`config.mk`:
```
export PLATFORM = sky130hd
export DESIGN_NAME = thermal_camera_command_controller_core
export DESIGN_NICKNAME = d
export VERILOG_FILES = /design/src/rtl/core/tcc_pkg.sv /design/src/rtl/core/thermal_camera_command_controller_core.sv /design/src/rtl/core/tcc_zoom_map.sv /design/src/rtl/core/tcc_cmd_gen.sv /design/src/rtl/core/tcc_run_buf.sv
export SDC_FILE = /design/constraint.sdc
export NUM_CORES = 1
export LEC_CHECK = 0
export BUFFER_PORTS_ARGS = -buffer_cell sky130_fd_sc_hd__buf_4
export CAP_MARGIN = 20
export CELL_PAD_IN_SITES_DETAIL_PLACEMENT = 1
export CELL_PAD_IN_SITES_GLOBAL_PLACEMENT = 2
export CORE_MARGIN = 5
export CORE_UTILIZATION = 45
export CTS_CLUSTER_DIAMETER = 30
export CTS_CLUSTER_SIZE = 25
export DETAILED_ROUTE_END_ITERATION = 10
export GPL_TIMING_DRIVEN = 0
export PLACE_DENSITY = 0.88
export SLEW_MARGIN = 40
export SYNTH_ARGS = -nofsm -noshare
export SYNTH_HDL_FRONTEND = slang
export SYNTH_HIERARCHICAL = 1
export SYNTH_SLANG_ARGS = --single-unit
```
`constraint.sdc`:
```
create_clock -name clk -period 19.4 [get_ports clk]
set_clock_uncertainty 0.05 [all_clocks]
set_input_delay 0.97 -clock clk [delete_from_list [all_inputs] [get_ports clk]]
set_output_delay 0.97 -clock clk [all_outputs]
set_load 0.005 [all_outputs]
```
`src/rtl/core/tcc_pkg.sv`:
```
// ----------------------------------------------------------------------------
// tcc_pkg
// Shared types, codes and constants of the thermal camera command controller.
// ----------------------------------------------------------------------------
package tcc_pkg;

  // Longest command run that one item can cause
  localparam int RUN_DEPTH = 5;
  localparam int CNT_W     = $clog2(RUN_DEPTH + 1);
  localparam int PTR_W     = $clog2(RUN_DEPTH);

  localparam int CMD_W   = 3;
  localparam int VAL_W   = 8;
  localparam int PWM_W   = 12;
  localparam int TIME_W  = 32;
  localparam int PIDX_W  = 4;
  localparam int ZOOM_W  = 7;
  localparam int CFG_IDX_W  = 3;
  localparam int CFG_DATA_W = 16;

  // Item kinds
  localparam logic MODE_BOOT = 1'b0;
  localparam logic MODE_TICK = 1'b1;

  // Camera commands
  localparam logic [CMD_W-1:0] CMD_ANALOG_OFF = 3'd0;
  localparam logic [CMD_W-1:0] CMD_ANALOG_PAL = 3'd1;
  localparam logic [CMD_W-1:0] CMD_PALETTE    = 3'd2;
  localparam logic [CMD_W-1:0] CMD_ZOOM       = 3'd3;
  localparam logic [CMD_W-1:0] CMD_FFC        = 3'd4;

  // Flat-field correction modes
  localparam logic [1:0] FFC_NONE   = 2'd0;
  localparam logic [1:0] FFC_AUTO   = 2'd1;
  localparam logic [1:0] FFC_MANUAL = 2'd2;
  localparam logic [1:0] FFC_BOTH   = 2'd3;

  // Configuration register indexes
  localparam logic [CFG_IDX_W-1:0] REG_ENABLE      = 3'd0;
  localparam logic [CFG_IDX_W-1:0] REG_DEF_PALETTE = 3'd1;
  localparam logic [CFG_IDX_W-1:0] REG_FFC_MODE    = 3'd2;
  localparam logic [CFG_IDX_W-1:0] REG_FFC_IVL     = 3'd3;
  localparam logic [CFG_IDX_W-1:0] REG_FFC_BOOT    = 3'd4;
  localparam logic [CFG_IDX_W-1:0] REG_ALLOW_ARMED = 3'd5;

  localparam logic [PWM_W-1:0]  PRESS_LEVEL = 12'd1500;
  localparam logic [PIDX_W-1:0] PAL_LAST    = 4'd10;
  localparam logic [ZOOM_W-1:0] ZOOM_RESET  = 7'd10;

  typedef struct packed {
    logic                  mode;
    logic [TIME_W-1:0]     time_us;
    logic [PWM_W-1:0]      palette_pwm;
    logic [PWM_W-1:0]      zoom_pwm;
    logic [PWM_W-1:0]      ffc_pwm;
    logic                  armed;
  } tcc_item_t;

  typedef struct packed {
    logic        enabled;
    logic [7:0]  def_palette;
    logic [1:0]  ffc_mode;
    logic [15:0] ffc_interval_ms;
    logic        ffc_on_boot;
    logic        allow_armed;
  } tcc_cfg_t;

  typedef struct packed {
    logic                               load;
    logic [CNT_W-1:0]                   cnt;
    logic [RUN_DEPTH-1:0][CMD_W-1:0]    cmd;
    logic [RUN_DEPTH-1:0][VAL_W-1:0]    val;
  } tcc_run_t;

  // Palette index to camera palette code
  function automatic logic [VAL_W-1:0] pal_code(input logic [PIDX_W-1:0] idx);
    logic [VAL_W-1:0] code;
    case (idx)
      4'd0:    code = 8'h00;
      4'd1:    code = 8'h02;
      4'd2:    code = 8'h03;
      4'd3:    code = 8'h04;
      4'd4:    code = 8'h05;
      4'd5:    code = 8'h06;
      4'd6:    code = 8'h07;
      4'd7:    code = 8'h08;
      4'd8:    code = 8'h09;
      4'd9:    code = 8'h0A;
      4'd10:   code = 8'h0B;
      default: code = 8'h00;
    endcase
    return code;
  endfunction

endpackage

```
`src/rtl/core/thermal_camera_command_controller_core.sv`:
```
// ----------------------------------------------------------------------------
// thermal_camera_command_controller_core
// Turns boot events and periodic RC ticks into thermal camera commands.
// ----------------------------------------------------------------------------
//
//  channel  direction  handshake            payload
//  in_      input      in_valid / in_stall  mode, time_us, palette/zoom/ffc pwm, armed
//  out_     output     out_valid/out_stall  command, value, last
//  cfg_     input      cfg_valid/cfg_ready  cfg_index, cfg_data
//
//  An item is held in the input register, is evaluated in one pass
//  and its command run (0..5 commands) is loaded into the result buffer.
//  The result buffer releases one command a cycle while out_stall is low;
//  the next item is evaluated in the cycle the previous run's last command
//  is taken. Reset is synchronous; no clearing pass is needed. Stall on the
//  output backs up into in_stall.
//
module thermal_camera_command_controller_core (
  input  logic                            clk,
  input  logic                            rst_n,
  // input items
  input  logic                            in_valid,
  output logic                            in_stall,
  input  logic                            in_mode,
  input  logic [tcc_pkg::TIME_W-1:0]      in_time_us,
  input  logic [tcc_pkg::PWM_W-1:0]       in_palette_pwm,
  input  logic [tcc_pkg::PWM_W-1:0]       in_zoom_pwm,
  input  logic [tcc_pkg::PWM_W-1:0]       in_ffc_pwm,
  input  logic                            in_armed,
  // result items
  output logic                            out_valid,
  input  logic                            out_stall,
  output logic [tcc_pkg::CMD_W-1:0]       out_command,
  output logic [tcc_pkg::VAL_W-1:0]       out_value,
  output logic                            out_last,
  // configuration writes
  input  logic                            cfg_valid,
  output logic                            cfg_ready,
  input  logic [tcc_pkg::CFG_IDX_W-1:0]   cfg_index,
  input  logic [tcc_pkg::CFG_DATA_W-1:0]  cfg_data
);
  import tcc_pkg::*;

  tcc_item_t item_r;
  logic      in_vld_r;
  tcc_cfg_t  cfg_r;
  tcc_run_t  run;
  logic      run_free;
  logic      go;
  logic      in_take;

  // Evaluate the held item once the result buffer can take its run
  assign go       = in_vld_r && run_free;
  assign in_stall = in_vld_r && !go;
  assign in_take  = in_valid && !in_stall;

  // Writes always accepted; the user must write only while idle, the core does not enforce it
  assign cfg_ready = 1'b1;

  always_ff @(posedge clk) begin
    if (!rst_n) begin
      in_vld_r <= 1'b0;
    end else if (in_take) begin
      in_vld_r <= 1'b1;
    end else if (go) begin
      in_vld_r <= 1'b0;
    end
  end

  // Capture the item payload on accept, hold otherwise
  always_ff @(posedge clk) begin
    if (in_take) begin
      item_r.mode        <= in_mode;
      item_r.time_us     <= in_time_us;
      item_r.palette_pwm <= in_palette_pwm;
      item_r.zoom_pwm    <= in_zoom_pwm;
      item_r.ffc_pwm     <= in_ffc_pwm;
      item_r.armed       <= in_armed;
    end
  end

  // Configuration registers; unknown indexes are dropped
  always_ff @(posedge clk) begin
    if (!rst_n) begin
      cfg_r.enabled         <= 1'b0;
      cfg_r.def_palette     <= '0;
      cfg_r.ffc_mode        <= FFC_BOTH;
      cfg_r.ffc_interval_ms <= 16'd30000;
      cfg_r.ffc_on_boot     <= 1'b1;
      cfg_r.allow_armed     <= 1'b1;
    end else if (cfg_valid && cfg_ready) begin
      case (cfg_index)
        REG_ENABLE:      cfg_r.enabled         <= cfg_data[0];
        REG_DEF_PALETTE: cfg_r.def_palette     <= cfg_data[7:0];
        REG_FFC_MODE:    cfg_r.ffc_mode        <= cfg_data[1:0];
        REG_FFC_IVL:     cfg_r.ffc_interval_ms <= cfg_data;
        REG_FFC_BOOT:    cfg_r.ffc_on_boot     <= cfg_data[0];
        REG_ALLOW_ARMED: cfg_r.allow_armed     <= cfg_data[0];
        default: begin
        end
      endcase
    end
  end

  // Single-pass evaluation against camera state
  tcc_cmd_gen u_gen (
    .clk   (clk),
    .rst_n (rst_n),
    .go    (go),
    .item  (item_r),
    .cfg   (cfg_r),
    .run   (run)
  );

  // Hand out the command run
  tcc_run_buf u_buf (
    .clk         (clk),
    .rst_n       (rst_n),
    .run         (run),
    .free        (run_free),
    .out_valid   (out_valid),
    .out_stall   (out_stall),
    .out_command (out_command),
    .out_value   (out_value),
    .out_last    (out_last)
  );

endmodule

```
`src/rtl/core/tcc_zoom_map.sv`:
```
// ----------------------------------------------------------------------------
// tcc_zoom_map
// Maps the zoom knob pulse width to a zoom level of 10..80, ties to even.
// ----------------------------------------------------------------------------
module tcc_zoom_map (
  input  logic [tcc_pkg::PWM_W-1:0]  zoom_pwm,
  output logic [tcc_pkg::ZOOM_W-1:0] zoom_target
);
  import tcc_pkg::*;

  logic [PWM_W-1:0]  pwm_c;
  logic [9:0]        p;
  logic [12:0]       num;
  logic [26:0]       prod;
  logic [6:0]        q;
  logic [12:0]       q100;
  logic [6:0]        r;
  logic              rnd_up;

  always_comb begin
    if (zoom_pwm < 12'd1000) begin
      pwm_c = 12'd1000;
    end else if (zoom_pwm > 12'd2000) begin
      pwm_c = 12'd2000;
    end else begin
      pwm_c = zoom_pwm;
    end
  end

  assign p    = 10'(pwm_c - 12'd1000);
  assign num  = {p, 3'b000} - {3'b000, p};
  // num / 100 by reciprocal, exact for num below 8192
  assign prod = 27'(num) * 27'd10486;
  assign q    = prod[26:20];
  assign q100 = {q, 6'b0} + {1'b0, q, 5'b0} + {4'b0, q, 2'b0};
  assign r    = 7'(num - q100);
  assign rnd_up = (r > 7'd50) || ((r == 7'd50) && q[0]);

  assign zoom_target = ZOOM_RESET + q + {6'b0, rnd_up};

endmodule

```
`src/rtl/core/tcc_cmd_gen.sv`:
```
// ----------------------------------------------------------------------------
// tcc_cmd_gen
// Holds camera state and builds the command run for one item in one pass.
// ----------------------------------------------------------------------------
module tcc_cmd_gen (
  input  logic               clk,
  input  logic               rst_n,
  input  logic               go,
  input  tcc_pkg::tcc_item_t item,
  input  tcc_pkg::tcc_cfg_t  cfg,
  output tcc_pkg::tcc_run_t  run
);
  import tcc_pkg::*;

  logic [PIDX_W-1:0] pal_idx_r, pal_idx_nxt;
  logic              pal_prs_r, pal_prs_nxt;
  logic [ZOOM_W-1:0] zoom_r, zoom_nxt;
  logic              ffc_prs_r, ffc_prs_nxt;
  logic [TIME_W-1:0] last_ffc_r, last_ffc_nxt;

  logic [ZOOM_W-1:0] zoom_target;
  logic [16:0]       dprod;
  logic [4:0]        dq;
  logic [7:0]        dq11;
  logic [PIDX_W-1:0] def_idx;
  logic [PIDX_W-1:0] pal_adv;
  logic [TIME_W-1:0] ivl_us;
  logic [TIME_W-1:0] elapsed;
  logic              pal_press, ffc_press;
  logic              auto_on, man_on, auto_hit, man_hit;
  logic [CNT_W-1:0]  n;

  tcc_zoom_map u_zoom (
    .zoom_pwm    (item.zoom_pwm),
    .zoom_target (zoom_target)
  );

  // default_palette mod 11 by reciprocal
  assign dprod   = 17'(cfg.def_palette) * 17'd373;
  assign dq      = dprod[16:12];
  assign dq11    = {dq, 3'b0} + {2'b0, dq, 1'b0} + {3'b0, dq};
  assign def_idx = PIDX_W'(cfg.def_palette - dq11);

  assign pal_adv   = (pal_idx_r == PAL_LAST) ? '0 : pal_idx_r + 4'd1;
  assign ivl_us    = {16'b0, cfg.ffc_interval_ms} * 32'd1000;
  assign elapsed   = item.time_us - last_ffc_r;
  assign pal_press = item.palette_pwm > PRESS_LEVEL;
  assign ffc_press = item.ffc_pwm > PRESS_LEVEL;
  assign auto_on   = (cfg.ffc_mode == FFC_AUTO) || (cfg.ffc_mode == FFC_BOTH);
  assign man_on    = (cfg.ffc_mode == FFC_MANUAL) || (cfg.ffc_mode == FFC_BOTH);
  assign auto_hit  = auto_on && (elapsed >= ivl_us);
  // after an automatic correction the elapsed time restarts from zero
  assign man_hit   = man_on && ffc_press && !ffc_prs_r &&
                     (cfg.allow_armed || !item.armed) &&
                     (auto_hit ? (ivl_us == '0) : (elapsed >= ivl_us));

  always_comb begin
    pal_idx_nxt  = pal_idx_r;
    pal_prs_nxt  = pal_prs_r;
    zoom_nxt     = zoom_r;
    ffc_prs_nxt  = ffc_prs_r;
    last_ffc_nxt = last_ffc_r;
    run          = '0;
    n            = '0;
    if (cfg.enabled) begin
      if (item.mode == MODE_BOOT) begin
        run.cmd[0] = CMD_ANALOG_OFF;
        run.cmd[1] = CMD_ANALOG_PAL;
        run.cmd[2] = CMD_PALETTE;
        run.val[2] = pal_code(def_idx);
        run.cmd[3] = CMD_ZOOM;
        run.val[3] = {1'b0, zoom_r};
        n = CNT_W'(4);
        if (cfg.ffc_on_boot) begin
          run.cmd[4] = CMD_FFC;
          n = CNT_W'(5);
        end
        pal_idx_nxt  = def_idx;
        last_ffc_nxt = item.time_us;
        ffc_prs_nxt  = 1'b0;
      end else begin
        if (pal_press && !pal_prs_r) begin
          run.cmd[n[PTR_W-1:0]] = CMD_PALETTE;
          run.val[n[PTR_W-1:0]] = pal_code(pal_adv);
          n = n + CNT_W'(1);
          pal_idx_nxt = pal_adv;
        end
        pal_prs_nxt = pal_press;
        if (zoom_target != zoom_r) begin
          run.cmd[n[PTR_W-1:0]] = CMD_ZOOM;
          run.val[n[PTR_W-1:0]] = {1'b0, zoom_target};
          n = n + CNT_W'(1);
          zoom_nxt = zoom_target;
        end
        if (auto_hit) begin
          run.cmd[n[PTR_W-1:0]] = CMD_FFC;
          n = n + CNT_W'(1);
        end
        if (man_hit) begin
          run.cmd[n[PTR_W-1:0]] = CMD_FFC;
          n = n + CNT_W'(1);
        end
        if (auto_hit || man_hit) begin
          last_ffc_nxt = item.time_us;
        end
        if (man_on) begin
          ffc_prs_nxt = ffc_press;
        end
      end
    end
    run.load = go;
    run.cnt  = n;
  end

  always_ff @(posedge clk) begin
    if (!rst_n) begin
      pal_idx_r  <= '0;
      pal_prs_r  <= 1'b0;
      zoom_r     <= ZOOM_RESET;
      ffc_prs_r  <= 1'b0;
      last_ffc_r <= '0;
    end else if (go) begin
      pal_idx_r  <= pal_idx_nxt;
      pal_prs_r  <= pal_prs_nxt;
      zoom_r     <= zoom_nxt;
      ffc_prs_r  <= ffc_prs_nxt;
      last_ffc_r <= last_ffc_nxt;
    end
  end

endmodule

```
`src/rtl/core/tcc_run_buf.sv`:
```
// ----------------------------------------------------------------------------
// tcc_run_buf
// Result register: holds one command run and hands it out one item a cycle while out_stall is low.
// ----------------------------------------------------------------------------
module tcc_run_buf (
  input  logic                       clk,
  input  logic                       rst_n,
  input  tcc_pkg::tcc_run_t          run,
  output logic                       free,
  output logic                       out_valid,
  input  logic                       out_stall,
  output logic [tcc_pkg::CMD_W-1:0]  out_command,
  output logic [tcc_pkg::VAL_W-1:0]  out_value,
  output logic                       out_last
);
  import tcc_pkg::*;

  logic [RUN_DEPTH-1:0][CMD_W-1:0] cmd_r;
  logic [RUN_DEPTH-1:0][VAL_W-1:0] val_r;
  logic [CNT_W-1:0]                cnt_r;
  logic [PTR_W-1:0]                ptr_r;
  logic                            take;

  assign out_valid   = CNT_W'(ptr_r) != cnt_r;
  assign out_last    = (CNT_W'(ptr_r) + CNT_W'(1)) == cnt_r;
  assign out_command = cmd_r[ptr_r];
  assign out_value   = val_r[ptr_r];
  assign take        = out_valid && !out_stall;
  // free when empty or when the final item leaves this cycle
  assign free        = !out_valid || (take && out_last);

  always_ff @(posedge clk) begin
    if (!rst_n) begin
      cnt_r <= '0;
      ptr_r <= '0;
    end else if (run.load) begin
      cnt_r <= run.cnt;
      ptr_r <= '0;
    end else if (take) begin
      ptr_r <= ptr_r + PTR_W'(1);
    end
  end

  always_ff @(posedge clk) begin
    if (run.load) begin
      cmd_r <= run.cmd;
      val_r <= run.val;
    end
  end

endmodule

```
Word level (Yosys, flattened, before mapping)
Memory sizes are Yosys's and may differ from the RTL's. Index checks and enable logic that the tools add are counted.

Input bits: 94. Output and inout bits: 15. Latch bits: 0. Memory bits (writable): 0. ROM bits: 128. Flip-flop bits (word level): 206. Memories: 2.

Memories: (name not given) (depth 16, bits a word 4, rd ports 1, clocked after memory_dff 0, write ports 0, RTL line tcc_pkg.sv:78) `case (idx)`; (name not given) (depth 16, bits a word 4, rd ports 1, clocked after memory_dff 0, write ports 0, RTL line tcc_pkg.sv:78).

Bitwise logic cells: 10. Add/subtract/negate cells: 16. Divide/modulo/power cells: 0. Multipliers: 3. Shift-type cells: 0. Multiplexer cells: 54. Reduce and logical (&&, ||, !) cells: 44. Order comparisons: 13. Equality and inequality tests: 16.

Operators with widths (number): $mux 55 (3); $mux 15 (6); $mux 32 (2); $mux 3 (18); $bwmux 40 (1); $mux 8 (5); $gt 12x11->1 const B (3); $ge 32x26->1 (1); $logic_not 32->1 (1); $sub 32x32->32 (1); $demux 3 s3 (3); $mul 13x13->26 const B (1); $bmux 8 s3 (1); $demux 8 s3 (1); $mul 16x7->23 const B (1); $and 10x10->10 (2); $mux 10 (2); $not 10->10 (2); $lt 3x4->1 const B (4); $mul 8x9->16 const B (1); $logic_and 1x1->1 (15); $add 7x7->7 (2); $reduce_and 2->1 (7); $sub 13x10->13 (1); other kinds (38) (72).

Depth between registers and ports, before layout
Gate-level depths: netlist of the first run.

Word-level depth: 29. Mapped depth: 63.

Cells and area by module
The synthesis of the first run kept the hierarchy.

Modules (own cells, without submodules): tcc_cmd_gen (seq. area each 900.9 µm², cells an instance 1177, area an instance 9576.7 µm², instances 1); tcc_zoom_map (seq. area each 0.0 µm², cells an instance 522, area an instance 4526.8 µm², instances 1); thermal_camera_command_controller_core (seq. area each 2702.6 µm², cells an instance 198, area an instance 3399.5 µm², instances 1); tcc_run_buf (seq. area each 1771.7 µm², cells an instance 134, area an instance 2501.1 µm², instances 1).

Worst setup path after synthesis of the first run
No wires, ideal clock.

Path type: reg-to-reg. Start: reg item_r[19] (netlist name). End: reg u_buf.cnt_r[2]. Cell stages (with the launch flop): 60. Data required time: 19.234 ns. Slack: 7.014 ns. Arrival: 12.220 ns. Buffers on the path: 0. Clock period less this slack: 12.386 ns. Cell sequence: edfxtp_1 nand4_4 nor2_1 maj3_1 nor2_1 ha_1 nor2_1 a31oi_1 and2_1 inv_1 ha_1 or2_2 o31a_1 and3_1 a221oi_4 o21ai_2 nor3b_4 xor2_2 [... 24 more ...] xnor2_1 nand2b_1 ha_1 o21ai_0 and2_1 a21oi_1 nor3_1 xor2_1 nor4_1 nand4_1 inv_1 fa_1 inv_1 ha_1 inv_1 o311a_1 mux2i_1 nor2b_1.

RTL lines: end signal, assigned (RTL line tcc_run_buf.sv:37) `cnt_r <= run.cnt;`; end, declared (RTL line tcc_run_buf.sv:20) `logic [CNT_W-1:0] cnt_r;`.

==> results of run 1 <==
## worst reg2reg max path, delay by kind of cell (launching register included)
kind / cells / cell delay (ns)
fa+ha+maj: 15 / 5.16
simple gates: 14 / 3.09
compound gates: 14 / 3.05
xor+xnor: 6 / 1.44
buf+inv: 9 / 0.96
flops: 1 / 0.49
mux: 1 / 0.14
## path summary, 6_finish.rpt
check	startpoint	to	slack (ns)	depth (start not counted)
worst max-delay path	item_r[19]	u_buf/cnt_r[2]	4.95	59
worst min register to register	u_gen/last_ffc_r[13]	u_gen/last_ffc_r[13]	0.41	2
worst min-delay path	u_gen/last_ffc_r[13]	u_gen/last_ffc_r[13]	0.41	2
worst max register to register	item_r[19]	u_buf/cnt_r[2]	4.95	59
## kinds of logic after synthesis
logic type               Yosys count  synth area share
flip-flops                       206             0.269
AND/OR/NAND/NOR                  489             0.125
AO/OA/AOI/OAI                    334             0.119
XOR/XNOR                         108            0.0491
adder cells (fa/ha/maj)          401             0.298
multiplexers                      99            0.0581
other                              2          0.000375
buffers and inverters            392            0.0821
## final cells by class
class	instances	area, um^2
Inverter	320	1200
Clock buffer	60	1430
Sequential cell	206	5380
Buffer	72	440
Clock inverter	42	445
Tap cell	592	741
Fill cell	5016	20600
Timing Repair Buffer	110	848
Multi-Input combinational cell	1450	13100
## sequential cells by signal (all words and copies together), names as in the netlist, 4 cells and up
signal,cells
u_gen/last_ffc_r,32
u_gen/pal_idx_r,4
item_r,70
u_gen/zoom_r,7
u_buf/val_r,40
cfg_r,29
u_buf/cmd_r,15
## synthesized netlist by cell type, drive strengths merged, types with 14 or more instances
master	instances	area share
a21oi	96	0.025
nor2b	35	0.011
and2	29	0.0094
dfxtp	81	0.081
a211oi	15	0.0061
nor2	89	0.017
nand3	35	0.0088
a21o	20	0.0076
xnor2	74	0.033
fa	127	0.13
nand2	178	0.034
nor3	21	0.0061
nand4	26	0.0089
inv	320	0.060
edfxtp	125	0.19
o21ai	72	0.019
nand2b	22	0.0069
clkbuf	26	0.0049
ha	272	0.17
buf	46	0.017
a31oi	14	0.0054
xor2	33	0.015
mux2i	85	0.043
## stage by stage
| stage | std cells | hold WS, ns |
|---|---|---|
| 2_1_floorplan | 2048 | 0.385 |
| 3_3_place_gp | 2747 | 0.394 |
| 3_5_place_dp | 2750 | 0.407 |
| 4_1_cts | 2852 | 0.414 |
| 5_1_grt | 2852 | 0.430 |
| 6_report | 2852 | 0.412 |
## routing by layer
layer,vias to the layer above,wire [um]
met4,0,927
met3,54,1450
met2,193,25800
met5,-,0
li1,7354,-
met1,7526,22100
==> impl_metrics.yaml, run 1 <==
yosys:
  netlist_instances: 2031
  avgSynthCellArea_um2: 9.85
  ys.flop_type: "edfxtp_1"
  synth.yosys.seq_area_share: 0.269
  ys_warn_count: 6
  synth_edf_count: 125
  async_flop_share: 0
  syn_area_um2: 20000
  ys_ff_latch: 206
  synth_cell_type_count: 117
clock_network:
  cts_setup_buffers: 0
  clock-sinks: 206
  htreeDepth: 2
  ctsHoldBuffers: 0
  cts_resized: 0
  cts_buffers: 54
  cts_tree: "built"
  clock-root-buffer: "clkbuf_16"
  clock_path_buffers: 3
  clkTransAtPathRegs_ns: 0.05
  insertion_delay_ns: 0.59
worst_setup_path:
  critical-path-top-delay-family: "adder cells"
  cp_max_fo: 10
  start_kind: "flip-flop"
  crit_required_ns: 19.83
  cpPeakStageDelay_ns: 0.57
  cp_slowest_cell: "nor3_1"
  cpMostUsedCell: "ha_1"
  worst_setup_path_end_kind: "flip-flop"
  arrival_ns: 14.88
  worst-path-buf-inv: 9
  worstSetupPathType: "reg2reg"
placement:
  place_ws_ns: 4.99
  dp_hpwl_um: 40400
  placed_area_um2: 21700
  gp_congestion: 0.870
  io_buffer_count: 107
sta:
  relSlewSlack: 0.404
  worst_slack_ns: 4.95
  setup_viol: 0
  rsz0062_at_grt: "no"
  period_minus_slack_ns: 14.45
  fmax_mhz: 69.2
  tightest_slew_ns: 0.892
  hold_violations: 0
  post-route-period-util: 0.745
  setup_tns_ns: 0
  drv_slew: 0
floorplanning:
  fp.dieH_um: 221
  io_pins: 109
  initial_core_util: 0.453
  die_w_um: 221
  core_area_um2: 44100
  die_area_um2: 48800
  rows: 77
grt:
  grt.busiest_layer: "met2"
  grt_pass1_wl_um: 85800
  grtUsageMet2: 0.383
  overflow: 0
  grt.total_usage: 0.209
  grt_start_max_net_pins: 57
  use_met3: 0.0301
  first_global_vias: 17000
  antenna_found_initial: 1
  use_met1: 0.262
final_layout:
  area_delta_synth_final_pct: 17.8
  final_cell_mix: "inv_1 (317), ha_1 (272), nand2_1 (177)"
  nets: 2707
  diodes: 0
  drive_above_1_share: 0.142
  post-route-util: 0.534
  final_area_um2: 23600
  mostFrequentLayoutCell: "inv_1"
drt:
  drc: 0
  wl_per_cell_um: 17.6
  via_count: 15100
  first_pass_iters: 5
  viasPerCell: 5.30
  routed_wl_um: 50300
  ant_nets: 0
  drt_iter0_markers: 522
min_path:
  hold_class: "reg2reg"
job:
  drv_cap: 0
run_status:
  status: "complete, no violations"
Power of run 1 is left out: the tool's default activity adds up to more than one toggle a clock period on the data nets, which glitch-free logic cannot reach.
==> inputs of run 2 (changes only) <==
- CORE_UTILIZATION: 45 -> 37
- PLACE_DENSITY: 0.88 -> 0.77
- clock period: 19.4 -> 11.92 ns (I/O delays scaled with it)
==> run 2 against run 1 <==
Compared with the run above: maximum frequency up 22%; worst hold slack worse by 0.28 ns; sequential share of layout area down 1.4 points; wire length up 5.6%; critical path type unchanged.
==> impl_metrics.yaml, run 2 (synthesized netlist as in run 1, its figures left out) <==
clock_network:
  clock_path_buffers: 3
  clock-sinks: 206
  clkTransAtPathRegs_ns: 0.05
  cts_buffers: 52
  insertion_delay_ns: 0.59
  clock-root-buffer: "clkbuf_16"
  cts_tree: "built"
  ctsHoldBuffers: 0
  htreeDepth: 2
worst_setup_path:
  cpMostUsedCell: "ha_4"
  r2r_cells: 61
  r2r-end: "u_buf/cmd_r[11]"
  worst_setup_path_end_kind: "flip-flop"
  r2r-start: "item_r[18]"
  cpPeakStageDelay_ns: 0.56
  start_kind: "flip-flop"
  crit_required_ns: 12.32
  cp_max_fo: 7
  rrSetupSlack_ns: 0.05
  cp_slowest_cell: "fa_2"
  worstSetupPathType: "reg2reg"
  arrival_ns: 12.27
drt:
  first_pass_iters: 4
  via_count: 15300
  ant_nets: 0
  wl_per_cell_um: 17.5
  drt_iter0_markers: 489
  viasPerCell: 5.04
  drc: 0
  routed_wl_um: 53100
grt:
  grt.total_usage: 0.178
  grt_start_max_net_pins: 57
  antenna_found_initial: 1
  first_global_vias: 16900
  grt_pass1_wl_um: 86900
  overflow: 0
final_layout:
  mostFrequentLayoutCell: "inv_1"
  area_delta_synth_final_pct: 25.6
  largest-register: "item_r"
  final_area_um2: 25100
  multi_input_area_um2: 13800
  largest_reg_flops: 70
  seqCellArea_um2: 5380
  final_cell_mix: "inv_1 (295), ha_1 (254), buf_4 (197)"
  num-fill-cells: 5880
  drive_above_1_share: 0.214
  nets: 2781
  reg_top3: "item_r x70, u_buf/val_r x40, u_gen/last_ffc_r x32"
sta:
  relSlewSlack: 0.514
  post-route-period-util: 0.996
  drv_slew: 0
  fmax_mhz: 84.2
  rsz0062_at_grt: "yes"
  fin_hold_ws_ns: 0.131
  worst_slack_ns: 0.0481
  setup_viol: 0
  period_minus_slack_ns: 11.87
  setup_tns_ns: 0
  hold_violations: 0
  tightest_slew_ns: 0.724
floorplanning:
  die_area_um2: 58800
  io_pins: 109
  fp.dieH_um: 243
  initial_core_util: 0.372
  rows: 85
  die_w_um: 243
  core_area_um2: 53700
placement:
  io_buffer_count: 107
  place_ws_ns: -1.73
  placed_area_um2: 21900
  gp_congestion: 0.861
  dp_hpwl_um: 41600
min_path:
  worstHoldEndpoint: "item_r[31]"
  hold_class: "in2reg"
  min_path_cells: 1
  min-delay-start: "in_palette_pwm[6]"
run_status:
  status: "complete, no violations"
job:
  drv_cap: 0
==> run 2: changes by cell type in the layout (fill, tap and decap cells not counted), moves of 7 or more <==
cell      before  now
buf_4        130  197
inv_1        317  295
ha_1         272  254
inv_2          3   20
ha_4           0   16
buf_6          5   17
xnor2_1       71   62
nor2_1        88   80
clkinv_2      14    7
==> run 2: final cells by class <==
class                      instances  share of cell area
antenna                            1           0.0000996
buffer                            71              0.0180
clock buffer                      57              0.0546
clock inverter                    41              0.0239
inverter                         320              0.0483
multi-input combinational       1450               0.548
sequential                       206               0.214
tap                              696              0.0347
timing repair buffer             187              0.0583
==> run 2: timing repair <==
action,in CTS,in global routing
endpoints found under the hold margin,0,0
gates cloned,0,0
endpoints found under the setup margin,33,33
resized for setup,63,64
pin swaps,52,61
buffers inserted,44,33
==> run 2: critical path, delay by kind of cell (launching register included) <==
| kind | cells | cell delay, ns |
|---|---|---|
| buf+inv | 14 | 1.19 |
| compound gates | 13 | 2.54 |
| xor+xnor | 7 | 1.42 |
| simple gates | 14 | 1.73 |
| flops | 1 | 0.48 |
| fa+ha+maj | 13 | 4.33 |
==> run 2: worst max path at each step <==
stage | from | end | slack [ns] | cells after the start
2_1_floorplan | item_r[20] | u_buf/cnt_r[2] | 0.004 | 61
3_3_place_gp | item_r[24] | u_buf/cnt_r[2] | -1.39 | 56
3_5_place_dp | item_r[23] | u_buf/cnt_r[2] | -1.73 | 58
4_1_cts | item_r[21] | u_buf/cnt_r[2] | 0.0007 | 62
5_1_grt | item_r[17] | u_buf/cnt_r[0] | -0.74 | 58
6_report | item_r[18] | u_buf/cmd_r[11] | 0.05 | 61
==> run 2: metrics by stage <==
step / cells / utilization
after floorplan: 2048 / -
after global routing: 3028 / 0.468
after CTS: 2995 / 0.458
after detailed placement: 2854 / 0.408
final: 3029 / 0.468
after global placement: 2851 / 0.407
==> run 2: layer usage <==
metal  track usage  share of wire  vias to the layer above
met1         0.219           0.44                     7574
met2         0.324           0.52                      160
met4        0.0450          0.017                        0
met5             0              0                        -
met3        0.0291          0.029                       61
li1              -              -                     7485
Power of run 2 is left out for the same reason.
